File: src/rtl/kstn_pkg.sv
// shared types, constants and widths for the key scan to note event block
`default_nettype none
package kstn_pkg;

  // keyboard geometry
  localparam int NUM_KEYS   = 24;
  localparam int KEY_W      = (NUM_KEYS > 1) ? $clog2(NUM_KEYS) : 1;
  localparam int LEVELS_W   = 24;
  localparam int MAX_EVENTS = 24;

  // field widths
  localparam int NOTE_W  = 7;
  localparam int SLOTS_W = 5;
  localparam int KIDX_W  = 5;
  localparam int SHIFT_W = 4;
  localparam int LIM_W   = 3;
  localparam int OFF_W   = 9;
  localparam int SUM_W   = 11;
  localparam int CNT_W   = 5;

  // configuration port
  localparam int CFG_IDX_W  = 2;
  localparam int CFG_DATA_W = 7;

  typedef enum logic [CFG_IDX_W-1:0] {
    CFG_BASE_NOTE     = 2'd0,
    CFG_SHIFT_FLOOR   = 2'd1,
    CFG_SHIFT_CEILING = 2'd2
  } cfg_idx_t;

  localparam logic [NOTE_W-1:0] BASE_NOTE_RST     = 7'd48;
  localparam logic [LIM_W-1:0]  SHIFT_FLOOR_RST   = 3'b110;
  localparam logic [LIM_W-1:0]  SHIFT_CEILING_RST = 3'd2;
  localparam logic [NOTE_W-1:0] NOTE_MAX          = 7'd127;

  // one scan snapshot
  typedef struct packed {
    logic [LEVELS_W-1:0] key_levels;
    logic                down_button;
    logic                up_button;
    logic [SLOTS_W-1:0]  free_slots;
  } in_item_t;

  // one note event
  typedef struct packed {
    logic              note_on;
    logic [NOTE_W-1:0] note_number;
    logic [KIDX_W-1:0] key_index;
    logic              last;
  } out_item_t;

  // work handed to the key walker for one scan
  typedef struct packed {
    logic                    start;
    logic [LEVELS_W-1:0]     levels;
    logic [SLOTS_W-1:0]      room;
    logic signed [OFF_W-1:0] offset;
  } scan_cmd_t;

  // walker status
  typedef struct packed {
    logic idle;
  } scan_stat_t;

  // walker sequencer states
  typedef enum logic [2:0] {
    ST_IDLE  = 3'b001,
    ST_SCAN  = 3'b010,
    ST_FLUSH = 3'b100
  } scan_state_t;

endpackage
`default_nettype wire

File: src/rtl/key_scan_to_note_events.sv
// top level: configuration, octave shift tracking and the key walker
// Each accepted scan snapshot is walked in index order by a sequencer around a
// single note adder and one read port of the latched note ram, one key per cycle
// while no event has to wait for the consumer to take the full output register.
// After the last key any final event is released with its last flag, and the
// walker returns to idle; that release also waits while the output is full.
// in_ready is high only while idle. Events leave through a registered output,
// one transaction per event; a scan that changes nothing gives no transaction.
// Octave button edges are applied as the snapshot is taken. Configuration
// writes are always accepted (cfg_ready tied high), indexes beyond the
// register list are ignored.
`default_nettype none
module key_scan_to_note_events (
  input  wire                                 clk,
  input  wire                                 rst_n,
  input  wire                                 in_valid,
  output logic                                in_ready,
  input  kstn_pkg::in_item_t                  in_item,
  output logic                                out_valid,
  input  wire                                 out_ready,
  output kstn_pkg::out_item_t                 out_item,
  input  wire                                 cfg_valid,
  output logic                                cfg_ready,
  input  wire  [kstn_pkg::CFG_IDX_W-1:0]      cfg_index,
  input  wire  [kstn_pkg::CFG_DATA_W-1:0]     cfg_data
);

  logic [kstn_pkg::NOTE_W-1:0]         base_r;
  logic [kstn_pkg::LIM_W-1:0]          floor_r;
  logic [kstn_pkg::LIM_W-1:0]          ceil_r;
  logic signed [kstn_pkg::SHIFT_W-1:0] shift_r, shift_nxt;
  logic                                down_r, up_r;

  logic                                accept;
  logic signed [4:0]                   sh5, sh_dn, floor5, ceil5;
  logic signed [kstn_pkg::OFF_W-1:0]   sh9, offset;
  kstn_pkg::scan_cmd_t                 cmd;
  kstn_pkg::scan_stat_t                stat;

  assign cfg_ready = 1'b1;
  assign accept    = in_valid & in_ready;
  assign in_ready  = stat.idle;

  // configuration registers
  always_ff @(posedge clk) begin
    if (!rst_n) begin
      base_r  <= kstn_pkg::BASE_NOTE_RST;
      floor_r <= kstn_pkg::SHIFT_FLOOR_RST;
      ceil_r  <= kstn_pkg::SHIFT_CEILING_RST;
    end else if (cfg_valid) begin
      case (cfg_index)
        kstn_pkg::CFG_BASE_NOTE:     base_r  <= cfg_data;
        kstn_pkg::CFG_SHIFT_FLOOR:   floor_r <= cfg_data[kstn_pkg::LIM_W-1:0];
        kstn_pkg::CFG_SHIFT_CEILING: ceil_r  <= cfg_data[kstn_pkg::LIM_W-1:0];
        default: ;
      endcase
    end
  end

  // octave shift: down edge first, then up edge, each within its limit
  assign floor5 = $signed({{2{floor_r[kstn_pkg::LIM_W-1]}}, floor_r});
  assign ceil5  = $signed({2'b00, ceil_r});
  assign sh5    = $signed({shift_r[kstn_pkg::SHIFT_W-1], shift_r});

  always_comb begin
    sh_dn = sh5;
    if (in_item.down_button && !down_r && (sh5 > floor5)) begin
      sh_dn = sh5 - 5'sd1;
    end
    if (in_item.up_button && !up_r && (sh_dn < ceil5)) begin
      sh_dn = sh_dn + 5'sd1;
    end
    shift_nxt = sh_dn[kstn_pkg::SHIFT_W-1:0];
  end

  always_ff @(posedge clk) begin
    if (!rst_n) begin
      shift_r <= '0;
      down_r  <= 1'b0;
      up_r    <= 1'b0;
    end else if (accept) begin
      shift_r <= shift_nxt;
      down_r  <= in_item.down_button;
      up_r    <= in_item.up_button;
    end
  end

  // scan offset: base note plus twelve times the new shift
  assign sh9    = $signed({{(kstn_pkg::OFF_W - kstn_pkg::SHIFT_W){shift_nxt[kstn_pkg::SHIFT_W-1]}},
                           shift_nxt});
  assign offset = $signed({{(kstn_pkg::OFF_W - kstn_pkg::NOTE_W){1'b0}}, base_r})
                + (sh9 <<< 3) + (sh9 <<< 2);

  always_comb begin
    cmd.start  = accept;
    cmd.levels = in_item.key_levels;
    cmd.room   = in_item.free_slots;
    cmd.offset = offset;
  end

  // key walker
  kstn_scan_ctrl u_scan (
    .clk       (clk),
    .rst_n     (rst_n),
    .cmd       (cmd),
    .stat      (stat),
    .out_valid (out_valid),
    .out_ready (out_ready),
    .out_item  (out_item)
  );

endmodule
`default_nettype wire

File: src/rtl/kstn_ram.sv
// generic single write port ram with registered read
`default_nettype none
module kstn_ram #(
  parameter int WIDTH = 8,
  parameter int DEPTH = 16
) (
  input  wire                                          clk,
  input  wire                                          we,
  input  wire  [((DEPTH > 1) ? $clog2(DEPTH) : 1)-1:0] waddr,
  input  wire  [WIDTH-1:0]                             wdata,
  input  wire  [((DEPTH > 1) ? $clog2(DEPTH) : 1)-1:0] raddr,
  output logic [WIDTH-1:0]                             rdata
);

  logic [WIDTH-1:0] mem [DEPTH];

  // write port
  always_ff @(posedge clk) begin
    if (we) begin
      mem[waddr] <= wdata;
    end
  end

  // registered read port
  always_ff @(posedge clk) begin
    rdata <= mem[raddr];
  end

endmodule
`default_nettype wire

File: src/rtl/kstn_note_alu.sv
// note adder: scan offset plus key index, clamped to the midi note range
`default_nettype none
module kstn_note_alu (
  input  wire  signed [kstn_pkg::OFF_W-1:0] offset,
  input  wire         [kstn_pkg::KEY_W-1:0] key,
  output logic        [kstn_pkg::NOTE_W-1:0] note
);

  logic signed [kstn_pkg::SUM_W-1:0] sum;

  // extend both operands and add
  assign sum = $signed({{(kstn_pkg::SUM_W - kstn_pkg::OFF_W){offset[kstn_pkg::OFF_W-1]}},
                        offset})
             + $signed({{(kstn_pkg::SUM_W - kstn_pkg::KEY_W){1'b0}}, key});

  // clamp to 0..127
  always_comb begin
    if (sum < 0) begin
      note = '0;
    end else if (sum > $signed(kstn_pkg::SUM_W'(kstn_pkg::NOTE_MAX))) begin
      note = kstn_pkg::NOTE_MAX;
    end else begin
      note = sum[kstn_pkg::NOTE_W-1:0];
    end
  end

endmodule
`default_nettype wire

File: src/rtl/kstn_scan_ctrl.sv
// key walker: visits one key per cycle unless an event waits on the full output, holds one event back for the last flag
`default_nettype none
module kstn_scan_ctrl (
  input  wire                    clk,
  input  wire                    rst_n,
  input  kstn_pkg::scan_cmd_t    cmd,
  output kstn_pkg::scan_stat_t   stat,
  output logic                   out_valid,
  input  wire                    out_ready,
  output kstn_pkg::out_item_t    out_item
);

  kstn_pkg::scan_state_t st_r, st_nxt;

  logic [kstn_pkg::KEY_W-1:0]        key_r, key_nxt;
  logic [kstn_pkg::LEVELS_W-1:0]     lv_r, lv_nxt;
  logic [kstn_pkg::CNT_W-1:0]        cnt_r, cnt_nxt;
  logic [kstn_pkg::SLOTS_W-1:0]      room_r, room_nxt;
  logic signed [kstn_pkg::OFF_W-1:0] off_r, off_nxt;
  logic [kstn_pkg::NUM_KEYS-1:0]     was_r, was_nxt;
  kstn_pkg::out_item_t               pend_r, pend_nxt;
  logic                              pend_v_r, pend_v_nxt;
  kstn_pkg::out_item_t               out_r, out_nxt;
  logic                              out_v_r, out_v_nxt;

  logic                         held, was, press, rel, ev, advance, slot_free, key_last;
  logic [kstn_pkg::NOTE_W-1:0]  new_note, latched_note;
  logic                         ram_we;
  logic [31:0]                  key_wide;
  kstn_pkg::out_item_t          new_ev;

  // shared note adder
  kstn_note_alu u_alu (
    .offset (off_r),
    .key    (key_r),
    .note   (new_note)
  );

  // latched note per key, addressed with the next key so the registered read matches the current key
  kstn_ram #(
    .WIDTH (kstn_pkg::NOTE_W),
    .DEPTH (kstn_pkg::NUM_KEYS)
  ) u_note_ram (
    .clk   (clk),
    .we    (ram_we),
    .waddr (key_r),
    .wdata (new_note),
    .raddr (key_nxt),
    .rdata (latched_note)
  );

  // current key decode
  assign held      = lv_r[0];
  assign was       = was_r[key_r];
  assign press     = held & ~was;
  assign rel       = ~held & was;
  assign ev        = (press | rel) & (cnt_r < room_r);
  assign slot_free = ~out_v_r | out_ready;
  assign key_last  = (key_r == kstn_pkg::KEY_W'(kstn_pkg::NUM_KEYS - 1));
  assign key_wide  = 32'(key_r);

  always_comb begin
    new_ev.note_on     = press;
    new_ev.note_number = press ? new_note : latched_note;
    new_ev.key_index   = key_wide[kstn_pkg::KIDX_W-1:0];
    new_ev.last        = 1'b0;
  end

  // sequencer
  always_comb begin
    st_nxt     = st_r;
    key_nxt    = key_r;
    lv_nxt     = lv_r;
    cnt_nxt    = cnt_r;
    room_nxt   = room_r;
    off_nxt    = off_r;
    was_nxt    = was_r;
    pend_nxt   = pend_r;
    pend_v_nxt = pend_v_r;
    out_nxt    = out_r;
    out_v_nxt  = out_v_r & ~out_ready;
    ram_we     = 1'b0;
    advance    = 1'b0;
    case (st_r)
      kstn_pkg::ST_IDLE: begin
        if (cmd.start) begin
          lv_nxt   = cmd.levels;
          off_nxt  = cmd.offset;
          room_nxt = (cmd.room > kstn_pkg::SLOTS_W'(kstn_pkg::MAX_EVENTS))
                     ? kstn_pkg::SLOTS_W'(kstn_pkg::MAX_EVENTS) : cmd.room;
          cnt_nxt  = '0;
          key_nxt  = '0;
          st_nxt   = kstn_pkg::ST_SCAN;
        end
      end
      kstn_pkg::ST_SCAN: begin
        advance = 1'b1;
        if (ev) begin
          if (pend_v_r && !slot_free) begin
            advance = 1'b0;
          end else begin
            if (pend_v_r) begin
              out_nxt      = pend_r;
              out_nxt.last = 1'b0;
              out_v_nxt    = 1'b1;
            end
            pend_nxt       = new_ev;
            pend_v_nxt     = 1'b1;
            cnt_nxt        = cnt_r + 1'b1;
            was_nxt[key_r] = press;
            ram_we         = press;
          end
        end
        if (advance) begin
          lv_nxt = {1'b0, lv_r[kstn_pkg::LEVELS_W-1:1]};
          if (key_last) begin
            key_nxt = '0;
            st_nxt  = kstn_pkg::ST_FLUSH;
          end else begin
            key_nxt = key_r + 1'b1;
          end
        end
      end
      kstn_pkg::ST_FLUSH: begin
        if (!pend_v_r) begin
          st_nxt = kstn_pkg::ST_IDLE;
        end else if (slot_free) begin
          out_nxt      = pend_r;
          out_nxt.last = 1'b1;
          out_v_nxt    = 1'b1;
          pend_v_nxt   = 1'b0;
          st_nxt       = kstn_pkg::ST_IDLE;
        end
      end
      default: begin
        st_nxt = kstn_pkg::ST_IDLE;
      end
    endcase
  end

  // control state
  always_ff @(posedge clk) begin
    if (!rst_n) begin
      st_r     <= kstn_pkg::ST_IDLE;
      key_r    <= '0;
      was_r    <= '0;
      pend_v_r <= 1'b0;
      out_v_r  <= 1'b0;
    end else begin
      st_r     <= st_nxt;
      key_r    <= key_nxt;
      was_r    <= was_nxt;
      pend_v_r <= pend_v_nxt;
      out_v_r  <= out_v_nxt;
    end
  end

  // payload and scan working registers
  always_ff @(posedge clk) begin
    lv_r   <= lv_nxt;
    cnt_r  <= cnt_nxt;
    room_r <= room_nxt;
    off_r  <= off_nxt;
    pend_r <= pend_nxt;
    out_r  <= out_nxt;
  end

  assign stat.idle = (st_r == kstn_pkg::ST_IDLE);
  assign out_valid = out_v_r;
  assign out_item  = out_r;

endmodule
`default_nettype wire

File: config.mk
export PLATFORM = sky130hd
export DESIGN_NAME = key_scan_to_note_events
export DESIGN_NICKNAME = d
export VERILOG_FILES = /design/src/rtl/kstn_pkg.sv /design/src/rtl/key_scan_to_note_events.sv /design/src/rtl/kstn_ram.sv /design/src/rtl/kstn_note_alu.sv /design/src/rtl/kstn_scan_ctrl.sv
export SDC_FILE = /design/constraint.sdc
export NUM_CORES = 1
export LEC_CHECK = 0
export BUFFER_PORTS_ARGS = -buffer_cell sky130_fd_sc_hd__buf_2
export CAP_MARGIN = 20
export CORE_MARGIN = 1.5
export CORE_UTILIZATION = 30
export CTS_BUF_LIST = sky130_fd_sc_hd__clkbuf_16
export DETAILED_ROUTE_END_ITERATION = 12
export SLEW_MARGIN = 20
export SYNTH_ARGS = -nofsm -noshare
export SYNTH_HDL_FRONTEND = slang
export SYNTH_SLANG_ARGS = --single-unit
File: constraint.sdc
create_clock -name clk -period 13.4 [get_ports clk]
set_input_delay 2.01 -clock clk [delete_from_list [all_inputs] [get_ports clk]]
set_output_delay 2.01 -clock clk [all_outputs]
set_load 0.03 [all_outputs]
==> summary.md <==
| Metric | Value |
|---|---|
| First-pass GRT wire length | `47.8 mm` |
| # rows | `76` |
| Fin area | `0.0151 sq mm` |
| Status | `finished, final reports clean` |
| Area after DPL | `0.0140 sq mm` |
| Fin Clk Skew | `0.0170 ns` |
| H-tree lvl count | `2` |
| Total Routing Usage GR | `13.8%` |
| Mapped Cells | `1,091` |
| CTS clk-pin slew, worst paths | `0.06 ns` |
| Post-synth top area share | `54.7%` |
| Total Wirelength | `30.1 mm` |
| Fmax achieved | `173 MHz` |
| Register Area | `0.00835 sq mm` |
| Mapped Nets | `1,169` |
| # resized after CTS | `0` |
| Largest net degree at the start of global routing | `51` |
| Hold Fails Final Rpt | `0` |
| Met3 routed WL | `1.66 mm` |
| Critical Path Sink Type | `flip-flop` |
| CP arrival | `6.03 ns` |
| Highest routed metal layer | `met4` |
| Core area | `0.0431 sq mm` |
| Postcts setup bufs | `0` |
| Fillcell total | `4,199` |
| Final worst slack | `7.63 ns` |
| Vias/cell | `4.84` |
| Warnings from Yosys | `0` |
| Critical path peak fanout | `6` |
| Power Density | `152 mW/mm^2` |
| Setup_tns | `0 ns` |
| CTS sink cnt | `298` |
| Fin crit period | `5.77 ns` |
| Cell taking the most area after synthesis | `edfxtp_1` |
| Mean Syn Cell Area | `12.0 sq um` |
| Initial DRC count | `639` |
| Routed via count | `8,543` |
| Critical path type | `in2reg` |
| Post-Syn Area | `0.0131 sq mm` |
| TritonCTS clock tree | `built` |
| CTS buffer count | `34` |
| Period utilization | `43.0%` |
| Yosys cell types | `70` |
| Slew HR | `33.0%` |
| Post-synthesis async set-or-reset flop share | `0%` |
| Sequential share of the synthesized area | `63.9%` |
| Number of flops mapped to enable cells by yosys | `238` |
| I/O Pins | `62` |
| Type of origin of the critical path | `input port` |
| Top FF cell, synth | `edfxtp_1` |
| Global route overflow | `0` |
| Vias in the first global route | `8,543` |
| Max_cap viols | `0` |
| RSZ-0062 raised after global routing | `false` |
| Initial Util | `30.3%` |
| Worst-skew pair later-pin latency | `0.52 ns` |
| Max VDD drop | `0.106 mV` |
| Met2 wire len | `14.1 mm` |
| Post-route ant nets | `0` |
| Max clock buf depth | `3` |
| Root Driver | `clkbuf_16` |
| DR WL/cell | `17.1 um` |
| Met1 wire length | `13.6 mm` |
| 1st-pass router iterations | `5` |
| Diodes inserted | `0` |
| # DRC | `0` |
| Leak | `5.45 nW` |
| Slew Limit Fails | `0` |
| Seq cells post-synth | `298` |
| Slew @ Worst Pin | `1.00 ns` |
| Final #Nets | `1,231` |
| Synth top area cells | `edfxtp_1 (55%), dfxtp_1 (9.2%), nand2_1 (5.8%)` |
| Dpl hpwl | `19.8 mm` |
| Pre-CTS setup slack | `7.14 ns` |
| Initial antenna violation count | `0` |
| I/O Buffers | `60` |
| Cts-stage hold buffer count | `0` |
| Die area | `0.0448 sq mm` |
| Die height | `212 um` |
| Die width | `212 um` |
| Setup-failing EPs final | `0` |
| Multi-input logic area | `0.00434 sq mm` |
| Share of layout cells above drive strength 1 | `14.8%` |
| HP Class | `reg2reg` |
| GPL Wtd Cong | `0.834` |
| Crit path required time | `13.66 ns` |
| Layout area overhead | `15.4%` |
==> layout by cell type (no fill, tap or decap), drive strengths merged, types with 30 or more instances in the layout <==
| cell type | count |
|---|---|
| inv | 48 |
| a21oi | 39 |
| ha | 30 |
| nand2 | 201 |
| edfxtp | 238 |
| mux2 | 30 |
| buf | 78 |
| nand3 | 69 |
| dfxtp | 60 |
| clkbuf | 38 |
| nor2 | 89 |
==> stage by stage <==
| stage | hold WS (ns) | cells | total power (W) | util [%] |
|---|---|---|---|---|
| 6_report | 0.417 | 1764 | 0.00229 | 35.0 |
| 5_1_grt | 0.427 | 1764 | 0.00238 | 35.0 |
| 4_1_cts | 0.419 | 1764 | 0.00231 | 35.0 |
| 3_5_place_dp | 0.405 | 1702 | 0.00142 | 32.5 |
| 3_3_place_gp | 0.405 | 1701 | 0.00141 | 32.5 |
| 2_1_floorplan | 0.400 | 1091 | 0.00132 | - |
==> area by class of cell <==
class,count,area share [%]
clock buffers,38,6.30
clock inverters,24,0.838
inverters,37,0.921
multi-input cells,704,28.8
flip-flops and latches,298,55.4
well taps,585,4.85
repair buffers,78,2.94
==> Yosys cell counts (3+ instances only) <==
| cell type | count |
|---|---|
| fa_1 | 3 |
| nand2b_1 | 8 |
| xnor2_1 | 12 |
| a31oi_1 | 20 |
| a21oi_1 | 36 |
| buf_6 | 4 |
| mux2i_1 | 15 |
| edfxtp_1 | 238 |
| xor2_1 | 6 |
| o21bai_1 | 3 |
| nand3b_1 | 6 |
| o211ai_1 | 6 |
| mux2_2 | 20 |
| or3_1 | 9 |
| buf_2 | 15 |
| nor2b_1 | 3 |
| mux2_1 | 10 |
| buf_1 | 4 |
| o21a_1 | 17 |
| a21o_1 | 10 |
| clkbuf_1 | 28 |
| nand2_1 | 201 |
| o21ai_0 | 26 |
| nor4_1 | 6 |
| nor2_1 | 89 |
| o22ai_1 | 24 |
| nor3_1 | 4 |
| or3b_2 | 3 |
| and2_1 | 7 |
| nand4_1 | 7 |
| a22oi_1 | 8 |
| ha_1 | 30 |
| dfxtp_1 | 60 |
| nand3_1 | 68 |
| inv_1 | 35 |
| mux4_2 | 7 |
==> power by group <==
part / switching (W) / total [W] / internal [W]
logic: 0.000192 / 0.000294 / 0.000102
clock network: 0.000359 / 0.000885 / 0.000526
registers: 0.0000158 / 0.00111 / 0.00109
total: 0.000567 / 0.00229 / 0.00172
==> worst max-delay path, stage by stage <==
cell and delay (ns):
buf_2 0.09, and2b_1 0.25, o211ai_2 0.17, xor2_1 0.23, inv_1 0.12, ha_1 0.21, or3b_2 0.44, nor4_1 0.26
o21bai_1 0.14, a21oi_2 0.29, mux2i_1 0.45, xnor2_1 0.17, ha_1 0.28, fa_1 0.46, a21o_1 0.19, a21oi_1 0.17
xnor2_1 0.08
==> per-layer routing <==
layer | GRT usage [%] | vias to the layer above
met5 | 0 | -
met4 | 4.93 | 0
met3 | 2.11 | 50
met2 | 22.1 | 239
met1 | 18.8 | 4169
li1 | - | 4085
==> flip-flops by register name, summed over array words and instances (netlist names), 3 cells and up <==
register                 cells
base_r                       7
ceil_r                       3
u_scan.u_note_ram.rdata      7
u_scan.st_r                  3
u_scan.cnt_r                 5
u_scan.lv_r                 24
u_scan.pend_r               13
u_scan.off_r                 9
u_scan.out_item             14
u_scan.key_r                 5
shift_r                      4
u_scan.was_r                24
u_scan.room_r                5
u_scan.u_note_ram.mem      168
floor_r                      3
==> path summary, 6_finish.rpt <==
path                               from                                  to  slack, ns  cells after the start
max                          in_item[6]           u_scan.off_r[7]$_DFFE_PP_       7.63                     17
min          u_scan.pend_r[2]$_DFFE_PP_        u_scan.out_item[2]$_DFFE_PP_       0.42                      0
max reg2reg  u_scan.key_r[0]$_SDFF_PN0_  u_scan.u_note_ram.rdata[3]$_DFF_P_       7.93                     14
min reg2reg  u_scan.pend_r[2]$_DFFE_PP_        u_scan.out_item[2]$_DFFE_PP_       0.42                      0
==> logic make-up after synthesis <==
| kind of cell | count (synthesis) | share of synthesized area (%) |
|---|---|---|
| AND/OR/NAND/NOR | 423 | 14.4 |
| flip-flops | 298 | 63.9 |
| AO/OA/AOI/OAI | 177 | 9.29 |
| buffers and inverters | 89 | 2.96 |
| multiplexers | 52 | 4.94 |
| adder cells (fa/ha/maj) | 33 | 3.33 |
| XOR/XNOR | 18 | 1.21 |
| other | 1 | 0.0287 |
(Power assumes the default switching activity.)
